File: config.mk
export PLATFORM = sky130hd
export DESIGN_NAME = status_led_blink_controller
export DESIGN_NICKNAME = d
export VERILOG_FILES = /design/src/hdl/slbc_pkg.sv /design/src/hdl/slbc_core.sv /design/src/hdl/status_led_blink_controller.sv
export VERILOG_INCLUDE_DIRS = /design/src /design/src/hdl
export SDC_FILE = /design/constraint.sdc
export NUM_CORES = 1
export LEC_CHECK = 0
export ABC_CLOCK_PERIOD_IN_PS = 10450
export BUFFER_PORTS_ARGS = -buffer_cell sky130_fd_sc_hd__buf_2
export CAP_MARGIN = 20
export CORE_ASPECT_RATIO = 0.7
export CORE_MARGIN = 8
export CORE_UTILIZATION = 40
export DETAILED_ROUTE_END_ITERATION = 12
export GPL_ROUTABILITY_DRIVEN = 0
export PLACE_DENSITY_LB_ADDON = 0.15
export SLEW_MARGIN = 0
export SYNTH_ARGS = -nofsm -noshare
export SYNTH_HDL_FRONTEND = slang
export SYNTH_SLANG_ARGS = --single-unit
File: constraint.sdc
create_clock -name clock -period 10.45 [get_ports clock]
set_clock_uncertainty 0.1 [all_clocks]
set_input_delay 1.5675 -clock clock [delete_from_list [all_inputs] [get_ports clock]]
set_output_delay 1.5675 -clock clock [all_outputs]
set_load 0.02 [all_outputs]
File: src/hdl/status_led_blink_controller_assert.svh
// Assertion macros for the status LED blink controller.
// Included by the top level; needs nothing else.
`ifndef STATUS_LED_BLINK_CONTROLLER_ASSERT_SVH
`define STATUS_LED_BLINK_CONTROLLER_ASSERT_SVH

// Same-cycle implication, disabled while reset is high.
`define SLBC_ASSERT_NOW(label, clk, rst, ante, cons) \
   label: assert property (@(posedge clk) disable iff (rst) (ante) |-> (cons)) \
      else $error("slbc same-cycle check failed");

// Next-cycle implication, disabled while reset is high.
`define SLBC_ASSERT_NEXT(label, clk, rst, ante, cons) \
   label: assert property (@(posedge clk) disable iff (rst) (ante) |=> (cons)) \
      else $error("slbc next-cycle check failed");

`endif

File: src/hdl/slbc_pkg.sv
// Shared types and codes for the status LED blink controller.
// No dependencies.
package slbc_pkg;

   typedef enum logic [1:0] {
      MODE_NORMAL     = 2'd0,
      MODE_ALTERNATE  = 2'd1,
      MODE_CONCURRENT = 2'd2,
      MODE_ERROR      = 2'd3
   } mode_type;

   localparam logic [2:0] ACT_TICK        = 3'd0;
   localparam logic [2:0] ACT_SET_MOTOR   = 3'd1;
   localparam logic [2:0] ACT_SET_MODE    = 3'd2;
   localparam logic [2:0] ACT_REPORT_ERR  = 3'd3;
   localparam logic [2:0] ACT_CLEAR_ERR   = 3'd4;

   localparam logic [1:0] LED_OFF    = 2'd0;
   localparam logic [1:0] LED_FIRST  = 2'd1;
   localparam logic [1:0] LED_SECOND = 2'd2;
   localparam logic [1:0] LED_BOTH   = 2'd3;

   localparam logic [15:0] INTERVAL_RESET = 16'd1;

   // CSR register indexes (word address)
   localparam logic REG_BLINK_INTERVAL = 1'b0;

   typedef struct packed {
      logic        fire;
      logic [2:0]  action;
      logic [1:0]  motor_state;
      mode_type    display_mode;
      logic [31:0] error_code;
   } core_in_type;

   typedef struct packed {
      logic [1:0] led_pattern;
      mode_type   active_mode;
   } core_out_type;

endpackage

File: src/hdl/slbc_core.sv
// Event processing and LED state for the status LED blink controller.
// Depends on slbc_pkg.
module slbc_core (
   input  logic                       clock,
   input  logic                       reset,
   input  logic [15:0]                blink_interval,
   input  slbc_pkg::core_in_type      core_in,
   output slbc_pkg::core_out_type     core_out
);

   slbc_pkg::mode_type mode_ff, mode_in;
   logic [1:0]  motor_ff, motor_in;
   logic [1:0]  led_ff, led_in;
   logic [15:0] tick_ff, tick_in;
   logic [31:0] err_ff, err_in;
   logic [5:0]  slot_ff, slot_in;
   logic [5:0]  width_ff, width_in;

   // error display step
   logic [31:0] es_code;
   logic [5:0]  es_slot;
   logic [5:0]  es_width;
   logic [5:0]  es_width_use;
   logic [1:0]  es_led;
   logic [6:0]  es_next;
   logic [5:0]  es_slot_next;
   logic [15:0] tick_inc;

   // Bit width of the code: index of the top set bit plus one, at least one.
   function automatic logic [5:0] code_width(input logic [31:0] code);
      logic [5:0] w;
      w = 6'd1;
      for (int i = 1; i < 32; i++) begin
         if (code[i]) begin
            w = 6'(i + 1);
         end
      end
      return w;
   endfunction

   function automatic logic [1:0] toggle_alt(input logic [1:0] led);
      return (led == slbc_pkg::LED_FIRST) ? slbc_pkg::LED_SECOND : slbc_pkg::LED_FIRST;
   endfunction

   function automatic logic [1:0] toggle_conc(input logic [1:0] led);
      return (led == slbc_pkg::LED_OFF) ? slbc_pkg::LED_BOTH : slbc_pkg::LED_OFF;
   endfunction

   // A report restarts the sequence from the start mark with the new code, unless already in error mode with that code.
   always_comb begin
      es_code = (core_in.action == slbc_pkg::ACT_REPORT_ERR) ? core_in.error_code : err_ff;
      es_slot = (core_in.action == slbc_pkg::ACT_REPORT_ERR) ? 6'd0 : slot_ff;
      es_width = code_width(es_code);
      if (es_slot == 6'd0) begin
         es_led       = slbc_pkg::LED_BOTH;
         es_width_use = es_width;
      end else if (!es_slot[0]) begin
         es_led       = slbc_pkg::LED_OFF;
         es_width_use = width_ff;
      end else begin
         es_led       = es_code[es_slot[5:1]] ? slbc_pkg::LED_SECOND : slbc_pkg::LED_FIRST;
         es_width_use = width_ff;
      end
      es_next      = {1'b0, es_slot} + 7'd1;
      es_slot_next = (es_next >= {es_width_use, 1'b0}) ? 6'd0 : es_next[5:0];
   end

   always_comb begin
      mode_in  = mode_ff;
      motor_in = motor_ff;
      led_in   = led_ff;
      tick_in  = tick_ff;
      err_in   = err_ff;
      slot_in  = slot_ff;
      width_in = width_ff;
      tick_inc = tick_ff + 16'd1;
      case (core_in.action)
         slbc_pkg::ACT_TICK: begin
            if (blink_interval <= tick_inc) begin
               tick_in = 16'd0;
               case (mode_ff)
                  slbc_pkg::MODE_ALTERNATE:  led_in = toggle_alt(led_ff);
                  slbc_pkg::MODE_CONCURRENT: led_in = toggle_conc(led_ff);
                  slbc_pkg::MODE_ERROR: begin
                     led_in   = es_led;
                     slot_in  = es_slot_next;
                     width_in = es_width_use;
                  end
                  default: ;
               endcase
            end else begin
               tick_in = tick_inc;
            end
         end
         slbc_pkg::ACT_SET_MOTOR: begin
            motor_in = core_in.motor_state;
            if (mode_ff != slbc_pkg::MODE_ERROR) begin
               mode_in = slbc_pkg::MODE_NORMAL;
               led_in  = core_in.motor_state;
            end
         end
         slbc_pkg::ACT_SET_MODE: begin
            if (mode_ff != core_in.display_mode) begin
               tick_in = 16'd0;
               mode_in = core_in.display_mode;
               if (core_in.display_mode == slbc_pkg::MODE_ALTERNATE) begin
                  led_in = toggle_alt(led_ff);
               end else if (core_in.display_mode == slbc_pkg::MODE_CONCURRENT) begin
                  led_in = toggle_conc(led_ff);
               end
            end
         end
         slbc_pkg::ACT_REPORT_ERR: begin
            if (!(mode_ff == slbc_pkg::MODE_ERROR && err_ff == core_in.error_code)) begin
               mode_in  = slbc_pkg::MODE_ERROR;
               err_in   = core_in.error_code;
               led_in   = es_led;
               slot_in  = es_slot_next;
               width_in = es_width_use;
            end
         end
         slbc_pkg::ACT_CLEAR_ERR: begin
            if (mode_ff == slbc_pkg::MODE_ERROR) begin
               mode_in = slbc_pkg::MODE_NORMAL;
               led_in  = motor_ff;
            end
         end
         default: ;
      endcase
      core_out.led_pattern = led_in;
      core_out.active_mode = mode_in;
   end

   always_ff @(posedge clock) begin
      if (reset) begin
         mode_ff  <= slbc_pkg::MODE_NORMAL;
         motor_ff <= 2'd0;
         led_ff   <= slbc_pkg::LED_OFF;
         tick_ff  <= 16'd0;
         err_ff   <= 32'd0;
         slot_ff  <= 6'd0;
         width_ff <= 6'd1;
      end else if (core_in.fire) begin
         mode_ff  <= mode_in;
         motor_ff <= motor_in;
         led_ff   <= led_in;
         tick_ff  <= tick_in;
         err_ff   <= err_in;
         slot_ff  <= slot_in;
         width_ff <= width_in;
      end
   end

endmodule

File: src/hdl/status_led_blink_controller.sv
// Path: an accepted transaction is held in the input register, then in the result register, which drives rsp_valid.
// Throughput: one transaction per cycle while rsp_stall is low; the LED state update is one register pass.
// Backpressure: rsp_stall holds the result register, then the input register, then req_stall.
// Reset (synchronous, active high): pipeline emptied, normal mode, LEDs off, tick count
// cleared, stored error code zero, error width one, blink_interval back to one.
// Depends on slbc_pkg, slbc_core and status_led_blink_controller_assert.svh.
`include "status_led_blink_controller_assert.svh"

module status_led_blink_controller (
   input  logic        clock,
   input  logic        reset,
   // request channel
   input  logic        req_valid,
   output logic        req_stall,
   input  logic [2:0]  req_action,
   input  logic [1:0]  req_motor_state,
   input  logic [1:0]  req_display_mode,
   input  logic [31:0] req_error_code,
   // response channel
   output logic        rsp_valid,
   input  logic        rsp_stall,
   output logic [1:0]  rsp_led_pattern,
   output logic [1:0]  rsp_active_mode,
   // configuration port (APB style)
   input  logic        psel,
   input  logic        penable,
   input  logic        pwrite,
   input  logic [2:0]  paddr,
   input  logic [31:0] pwdata,
   output logic [31:0] prdata,
   output logic        pready
);

   // ---------------------------------------------------------------
   // Configuration register: blink_interval at byte address 0.
   // Any byte offset inside the word maps to the same register.
   // ---------------------------------------------------------------
   logic [15:0] interval_ff, interval_in;
   logic        csr_write;

   assign pready    = 1'b1;
   assign csr_write = psel & penable & pwrite & pready;

   always_comb begin
      interval_in = interval_ff;
      if (csr_write && paddr[2] == slbc_pkg::REG_BLINK_INTERVAL) begin
         interval_in = pwdata[15:0];
      end
   end

   always_comb begin
      prdata = 32'd0;
      if (paddr[2] == slbc_pkg::REG_BLINK_INTERVAL) begin
         prdata = {16'd0, interval_ff};
      end
   end

   always_ff @(posedge clock) begin
      if (reset) begin
         interval_ff <= slbc_pkg::INTERVAL_RESET;
      end else begin
         interval_ff <= interval_in;
      end
   end

   // ---------------------------------------------------------------
   // Pipeline control. Stage 1 is the input register, stage 2 the
   // result register. Stage 1 advances (and the core commits its
   // state) whenever the result register is empty or being drained.
   // ---------------------------------------------------------------
   logic        s1_valid_ff, s1_valid_in;
   logic [2:0]  s1_action_ff;
   logic [1:0]  s1_motor_ff;
   logic [1:0]  s1_mode_ff;
   logic [31:0] s1_code_ff;
   logic        rsp_valid_ff, rsp_valid_in;
   logic        out_ready;
   logic        s1_ready;
   logic        req_fire;

   slbc_pkg::core_in_type  core_in;
   slbc_pkg::core_out_type core_out;
   slbc_pkg::core_out_type rsp_ff;

   assign out_ready = ~rsp_valid_ff | ~rsp_stall;
   assign s1_ready  = ~s1_valid_ff | out_ready;
   assign req_stall = reset | ~s1_ready;
   assign req_fire  = req_valid & ~req_stall;

   always_comb begin
      s1_valid_in  = s1_valid_ff;
      rsp_valid_in = rsp_valid_ff;
      if (s1_ready) begin
         s1_valid_in = req_valid;
      end
      if (out_ready) begin
         rsp_valid_in = s1_valid_ff;
      end
   end

   always_ff @(posedge clock) begin
      if (reset) begin
         s1_valid_ff  <= 1'b0;
         rsp_valid_ff <= 1'b0;
      end else begin
         s1_valid_ff  <= s1_valid_in;
         rsp_valid_ff <= rsp_valid_in;
      end
   end

   // input transaction register
   always_ff @(posedge clock) begin
      if (req_fire) begin
         s1_action_ff <= req_action;
         s1_motor_ff  <= req_motor_state;
         s1_mode_ff   <= req_display_mode;
         s1_code_ff   <= req_error_code;
      end
   end

   assign core_in.fire         = s1_valid_ff & out_ready;
   assign core_in.action       = s1_action_ff;
   assign core_in.motor_state  = s1_motor_ff;
   assign core_in.display_mode = slbc_pkg::mode_type'(s1_mode_ff);
   assign core_in.error_code   = s1_code_ff;

   slbc_core u_core (
      .clock          (clock),
      .reset          (reset),
      .blink_interval (interval_ff),
      .core_in        (core_in),
      .core_out       (core_out)
   );

   // result register: LED code and mode after the transaction
   always_ff @(posedge clock) begin
      if (core_in.fire) begin
         rsp_ff <= core_out;
      end
   end

   assign rsp_valid       = rsp_valid_ff;
   assign rsp_led_pattern = rsp_ff.led_pattern;
   assign rsp_active_mode = rsp_ff.active_mode;

   // ---------------------------------------------------------------
   // Assertions
   // ---------------------------------------------------------------
   // an accepted transaction always lands in the input register
   `SLBC_ASSERT_NEXT(a_accept_lands, clock, reset, req_fire, s1_valid_ff)
   // a held transaction is not dropped while the output is blocked
   `SLBC_ASSERT_NEXT(a_s1_holds, clock, reset, s1_valid_ff && !out_ready,
                     s1_valid_ff && $stable(s1_action_ff))
   // clearing an error never leaves the block in error mode
   `SLBC_ASSERT_NOW(a_clear_leaves_error, clock, reset,
                    core_in.fire && core_in.action == slbc_pkg::ACT_CLEAR_ERR,
                    core_out.active_mode != slbc_pkg::MODE_ERROR)

endmodule
==> results of run 1 <==
-- power by group --
group	internal (W)	switching [W]	total [W]
sequential	0.000524	0.0000169	0.000541
combinational	0.0000439	0.0000733	0.000117
clock	0.000406	0.000229	0.000635
total	0.000974	0.000319	0.00129
-- layer usage --
| layer | global-route usage [%] | share of wire, % | wire, um | vias to the layer above |
|---|---|---|---|---|
| li1 | - | - | - | 3228 |
| met1 | 29.62 | 56 | 11900 | 3078 |
| met4 | 4.350 | 0.75 | 160 | 0 |
| met2 | 21.79 | 36 | 7587 | 233 |
| met5 | 0 | 0 | 0 | - |
| met3 | 4.818 | 7.6 | 1618 | 13 |
-- logic make-up (layout without fill, tap and decap cells) --
| group | Yosys count | count (layout) |
|---|---|---|
| adder cells (fa/ha/maj) | 25 | 25 |
| other | 2 | 17 |
| XOR/XNOR | 44 | 44 |
| AND/OR/NAND/NOR | 345 | 345 |
| flip-flops | 127 | 127 |
| AO/OA/AOI/OAI | 180 | 180 |
| buffers and inverters | 84 | 148 |
| multiplexers | 52 | 52 |
-- sequential cells by signal, summed over array words and instances (netlist names), 3 cells and up --
| name | count |
|---|---|
| u_core.slot_ff | 6 |
| u_core.width_ff | 6 |
| interval_ff | 16 |
| s1_action_ff | 3 |
| s1_code_ff | 32 |
| u_core.err_ff | 32 |
| u_core.tick_ff | 16 |
-- critical path, stage by stage (launching register included) --
cell and delay [ps]:
edfxtp_1 570, nand3b_1 160, buf_4 420, mux2i_1 430
a21oi_1 60, or3_1 350, a311oi_1 580, o32ai_1 290
a22o_1 260, ha_1 280, nand2_1 60, o21ai_0 70
a211oi_1 230, o21ai_0 110, o211ai_1 260, nand4_1 160
a21oi_1 180
-- stage by stage --
step,total power [W],hold slack [ps],cell area (um2)
after floorplan,0.0006294,349.1,7662
after CTS,0.001304,377.4,8771
after detailed placement,0.0006666,365.9,8140
final,0.001293,379.4,8771
after global routing,0.001339,408.7,8771
after global placement,0.0006660,364.1,8140
-- worst paths after layout --
check	to	slack, ps	cells past startpoint
max	u_core.slot_ff[4]$_SDFFE_PP0P_	5790	16
min	interval_ff[8]$_SDFFE_PP0P_	380	2
min reg2reg	interval_ff[8]$_SDFFE_PP0P_	380	2
max reg2reg	u_core.slot_ff[4]$_SDFFE_PP0P_	5790	16
-- synthesized netlist by cell type (2+ instances only) --
library cell	n
nor2_1	106
dfxtp_1	84
nand2_1	76
a21oi_1	63
edfxtp_1	43
xor2_1	42
mux2i_1	41
nor2b_1	33
o21ai_0	31
clkbuf_1	30
nor3_1	29
ha_1	25
inv_1	25
buf_4	23
nand3_1	19
nand4_1	16
nor4_1	15
or3_1	13
a2bb2oi_1	11
mux4_2	11
a211oi_1	8
nand2b_1	7
o21ai_1	7
and2_1	6
o211ai_1	6
o22ai_1	6
a31oi_1	5
buf_2	5
a311oi_1	4
and3_1	4
nand3b_1	4
and4_1	3
o21a_1	3
o221ai_1	3
o31ai_1	3
a2111oi_0	2
a21o_1	2
a221o_1	2
a22o_1	2
a41oi_1	2
conb_1	2
o311ai_1	2
o41ai_1	2
or4_1	2
xnor2_1	2
-- area by class of cell --
| class | instances | area (um2) |
|---|---|---|
| clock buffer | 19 | 442.9 |
| clock inverter | 13 | 187.7 |
| fill | 1856 | 9990 |
| inverter | 25 | 93.84 |
| multi-input combinational | 663 | 4298 |
| sequential | 127 | 2973 |
| tap | 242 | 302.8 |
| timing repair buffer | 91 | 473.0 |
==> flow_metrics.py, run 1 <==
metrics = {
    "synth": {
        "synth_area_leaders": "dfxtp_1, edfxtp_1, mux2i_1, nor2_1, xor2_1",
        "yosys.area_share.simple_pct": 22.34,
        "ys.flop_type": "dfxtp_1",
        "yosys_warnings": 0,
        "yosysTopAreaCellShare_pct": 22.11,
        "synth_mux_area_share_pct": 8.653,
        "synth_fa_ha_area_share_pct": 4.113,
        "synthCells": 859,
        "ys_ff_latch": 127,
        "synth_top_family_by_area": "simple AND/OR/NAND/NOR gates",
        "synth-edff-count": 43,
        "synth-xor-area-share_pct": 5.067,
        "syn-cell-area_mm2": 0.007606,
        "seq_area_frac_synth_pct": 39.09,
        "synthArstFlopShare_pct": 0,
        "synth_compound_area_share_pct": 15.28,
        "synth_area_per_cell_um2": 8.855,
        "synth_top_area_cell": "dfxtp_1",
        "synth_cell_types": 74,
    },
    "die": {
        "rows": 42,
        "die_w_um": 180.8,
        "initial_utilization_pct": 40.54,
        "core-area_mm2": 0.01876,
        "ioPinCount": 120,
        "die_h_um": 131.4,
        "fp.dieArea_mm2": 0.02375,
    },
    "sta": {
        "slew_headroom_pct": 31.31,
        "min_period_ps": 4662,
        "rsz0062_at_grt": "false",
        "timing.final.ws_setup_ps": 5788,
        "setup_viol": 0,
        "fin_tns_setup_ps": 0,
        "hold_viol": 0,
        "drv_slew": 0,
        "max_freq_mhz": 214.5,
        "finalCritPeriodShare_pct": 44.61,
        "worstMarginPinSlew_ps": 1030,
    },
    "clock_tree": {
        "clkLatencyLatePin_ps": 420,
        "h-tree-depth": 4,
        "hold_buffers": 0,
        "cts_tree": "yes",
        "clkSinkCount": 127,
        "post_cts_resized": 0,
        "cts_root_buf": "clkbuf_16",
        "clk_pin_slew_ps": 60,
        "cts_setup_buffers": 0,
        "numCtsBuffers": 17,
        "cts_buffer_depth": 2,
    },
    "final_layout": {
        "final_cell_mix": "nor2_1, buf_2, dfxtp_1",
        "areaGrowthSynthToFinish_pct": 15.31,
        "antennaDiodeCount": 0,
        "layout-drive-gt1-share_pct": 15.46,
        "utilization_pct": 46.75,
        "fin_cells": 1180,
        "fin_nets": 1031,
        "final_common_cell": "nor2_1",
    },
    "setup_path": {
        "cp-start-kind": "flop",
        "crit_start": "s1_action_ff[1]$_DFFE_PP_",
        "critPathMaxFanout": 42,
        "critPathCaptureType": "flop",
        "arrival_ps": 4910,
        "crit_type": "reg2reg",
        "r2r-start": "s1_action_ff[1]$_DFFE_PP_",
        "critPathRequiredTime_ps": 10700,
    },
    "global_route": {
        "track_usage_pct": 18.05,
        "first_global_vias": 6089,
        "grt_pass1_wl_um": 34570,
        "grt.overflow.total": 0,
        "antenna_found_initial": 0,
        "grt_max_degree": 47,
    },
    "placement": {
        "port_buffers": 84,
        "dp_hpwl_um": 15410,
        "dp_slack_ps": 5917,
        "post-place-cells": 1148,
    },
    "flow_run": {
        "drv_cap": 0,
    },
    "drt": {
        "drt_first_pass_iters": 5,
        "drc_errors": 0,
        "drtAntennaViolNets": 0,
        "avgRoutedWirePerCell_um": 18.02,
        "num_vias": 6552,
        "drt_iter0_markers": 594,
        "via_per_inst": 5.553,
        "wl_um": 21270,
    },
    "pwr": {
        "p_per_area_mw_per_mm2": 147.4,
        "vdd_drop_max_mv": 0.1005,
        "p_leak_nw": 3.648,
    },
    "min_path": {
        "hp-class": "reg2reg",
        "min-delay-start": "interval_ff[8]$_SDFFE_PP0P_",
    },
    "status": {
        "outcome": "finished clean",
    },
}
Note: power is estimated with default switching activity, not from simulation.
==> run 2: changes to the inputs <==
ABC_CLOCK_PERIOD_IN_PS = 3900   (was 10450)
clock period = 3.9 ns   (was 10.45 ns; I/O delays follow)
==> run 2 against run 1 <==
Against the previous run: register-to-register slack got worse by 5600 ps; total power grew to 2.6 times the previous value; non-clock buffer count is 41 higher; critical path type unchanged; critical endpoint is now rsp_led_pattern[1]$_DFFE_PP_.
==> flow_metrics.py, run 2 (synthesis gave the netlist of run 1 again) <==
metrics = {
    "status": {
        "outcome": "finished clean",
    },
    "sta": {
        "hold_viol": 0,
        "setup_viol": 0,
        "drv_slew": 0,
        "finalCritPeriodShare_pct": 95.91,
        "slew_headroom_pct": 36.83,
        "min_period_ps": 3741,
        "max_freq_mhz": 267.3,
        "timing.final.ws_setup_ps": 159.5,
        "worstMarginPinSlew_ps": 947.6,
    },
    "drt": {
        "avgRoutedWirePerCell_um": 18.10,
        "drt_first_pass_iters": 5,
        "wl_um": 22100,
        "drt_iter0_markers": 626,
        "drc_errors": 0,
        "highest_layer": "met4",
        "wl_met3_um": 1803,
        "via_per_inst": 5.579,
        "drtAntennaViolNets": 0,
        "num_vias": 6812,
        "met1Wirelength_um": 11940,
        "met2_length_um": 8175,
    },
    "setup_path": {
        "crit_family": "simple AND/OR/NAND/NOR gates",
        "arrival_ps": 3800,
        "r2r_setup_slack_ps": 160,
        "cp-start-kind": "flop",
        "crit_type": "reg2reg",
        "slowest_delay_ps": 400,
        "critPathMaxFanout": 4,
        "r2r-start": "u_core.tick_ff[4]$_SDFFE_PP0P_",
        "critPathCaptureType": "flop",
        "r2r_cells": 14,
        "timing.rr.end": "rsp_led_pattern[1]$_DFFE_PP_",
        "path_cells": "and4_1 -> and4_4 -> nand4_1 -> nor3_2 -> xnor2_2 -> ha_1 -> nand4_1 -> or2_2 -> or3_4 -> o31ai_2 -> buf_4 -> a21oi_1 -> nor4b_2 -> nor2_1",
        "critPathSlowestCell": "or3_4",
        "critPathRequiredTime_ps": 3960,
        "crit_buf_inv": 1,
        "cpMostUsedCell": "nand4_1",
    },
    "flow_run": {
        "drv_cap": 0,
    },
    "die": {
        "ioPinCount": 120,
        "rows": 42,
        "initial_utilization_pct": 40.54,
        "die_h_um": 131.4,
        "die_w_um": 180.8,
        "fp.dieArea_mm2": 0.02375,
        "core-area_mm2": 0.01876,
    },
    "global_route": {
        "first_global_vias": 6324,
        "grt_max_degree": 83,
        "antenna_found_initial": 0,
        "grt.overflow.total": 0,
        "track_usage_pct": 18.55,
        "grt_pass1_wl_um": 35620,
    },
    "clock_tree": {
        "clkSinkCount": 127,
        "cts_root_buf": "clkbuf_16",
        "h-tree-depth": 4,
        "cts_tree": "yes",
        "numCtsBuffers": 17,
        "cts_buffer_depth": 2,
        "clk_pin_slew_ps": 60,
        "clkLatencyLatePin_ps": 430,
    },
    "final_layout": {
        "nFillCells": 1783,
        "fin_nets": 1072,
        "layout-drive-gt1-share_pct": 21.86,
        "areaGrowthSynthToFinish_pct": 20.68,
        "final_cell_mix": "nor2_1, buf_2, dfxtp_1",
        "reg.largest.list": "s1_code_ff (32), u_core.err_ff (32)",
        "utilization_pct": 48.93,
        "final_common_cell": "nor2_1",
        "stdcell_area_mm2": 0.009179,
        "antennaDiodeCount": 0,
    },
    "pwr": {
        "vdd_drop_max_mv": 0.2685,
        "p_leak_nw": 3.864,
        "p_per_area_mw_per_mm2": 360.5,
    },
    "placement": {
        "dp_slack_ps": -149.3,
        "port_buffers": 84,
        "dp_hpwl_um": 15710,
        "place_area_mm2": 0.008448,
    },
    "min_path": {
        "min-delay-start": "req_error_code[27]",
        "min_path_cells": 1,
        "hold_path_end": "s1_code_ff[27]$_DFFE_PP_",
        "hp-class": "in2reg",
    },
}
run 2: worst max-delay path by stage:
stage	from	to	slack, ps	cells past startpoint
after global routing	u_core.tick_ff[4]$_SDFFE_PP0P_	rsp_led_pattern[1]$_DFFE_PP_	-20	14
after CTS	u_core.tick_ff[2]$_SDFFE_PP0P_	rsp_led_pattern[0]$_DFFE_PP_	100	15
after global placement	u_core.tick_ff[2]$_SDFFE_PP0P_	u_core.tick_ff[13]$_SDFFE_PP0P_	-70	14
final	u_core.tick_ff[4]$_SDFFE_PP0P_	rsp_led_pattern[1]$_DFFE_PP_	160	14
after floorplan	s1_action_ff[2]$_DFFE_PP_	u_core.slot_ff[3]$_SDFFE_PP0P_	20	20
after detailed placement	u_core.tick_ff[2]$_SDFFE_PP0P_	u_core.tick_ff[13]$_SDFFE_PP0P_	-150	14
run 2: cell type report:
cell class                      count  area, um2  share of cell area [%]
Sequential cell                   127       2979                   32.46
Clock inverter                     14      106.4                   1.159
Timing Repair Buffer              132      825.8                   8.997
Multi-Input combinational cell    663       4432                   48.28
Inverter                           25      93.84                   1.022
Tap cell                          242      302.8                   3.299
Clock buffer                       18      439.2                   4.785
run 2: per-layer routing:
metal | vias up | GRT usage (%)
met2 | 277 | 22.48
met3 | 20 | 5.672
met4 | 0 | 3.892
li1 | 3309 | -
met1 | 3206 | 30.15
met5 | - | 0
run 2: metrics by stage:
step	cells	hold WS, ps	TNS [ps]	total power [W]
2_1_floorplan	874	349.1	0	0.001686
3_3_place_gp	1184	363.1	-117.2	0.001807
3_5_place_dp	1184	366.3	-575.6	0.001808
4_1_cts	1216	209.8	0	0.003306
5_1_grt	1221	202.6	-18.36	0.003431
6_report	1221	223.7	0	0.003309
run 2: report_power, final:
| group | internal (W) | switching [W] | leakage [nW] | total (W) |
|---|---|---|---|---|
| clock network | 0.000837 | 0.000656 | 0.262 | 0.00149 |
| registers | 0.00140 | 0.0000383 | 1.08 | 0.00144 |
| logic | 0.000151 | 0.000223 | 2.52 | 0.000374 |
run 2: worst register-to-register path, cell delays in order (launching register included):
cell	delay [ps]
dfxtp_2	350
and4_1	220
and4_4	260
nand4_1	150
nor3_2	280
xnor2_2	110
ha_1	310
nand4_1	110
or2_2	340
or3_4	400
o31ai_2	70
buf_4	190
a21oi_1	80
nor4b_2	370
nor2_1	140
run 2: timing repair:
action,in CTS,in global routing
setup endpoints to repair,7,23
cloned,0,0
setup buffers,0,5
pin swaps,0,14
hold buffers,0,0
gates resized for setup,1,36
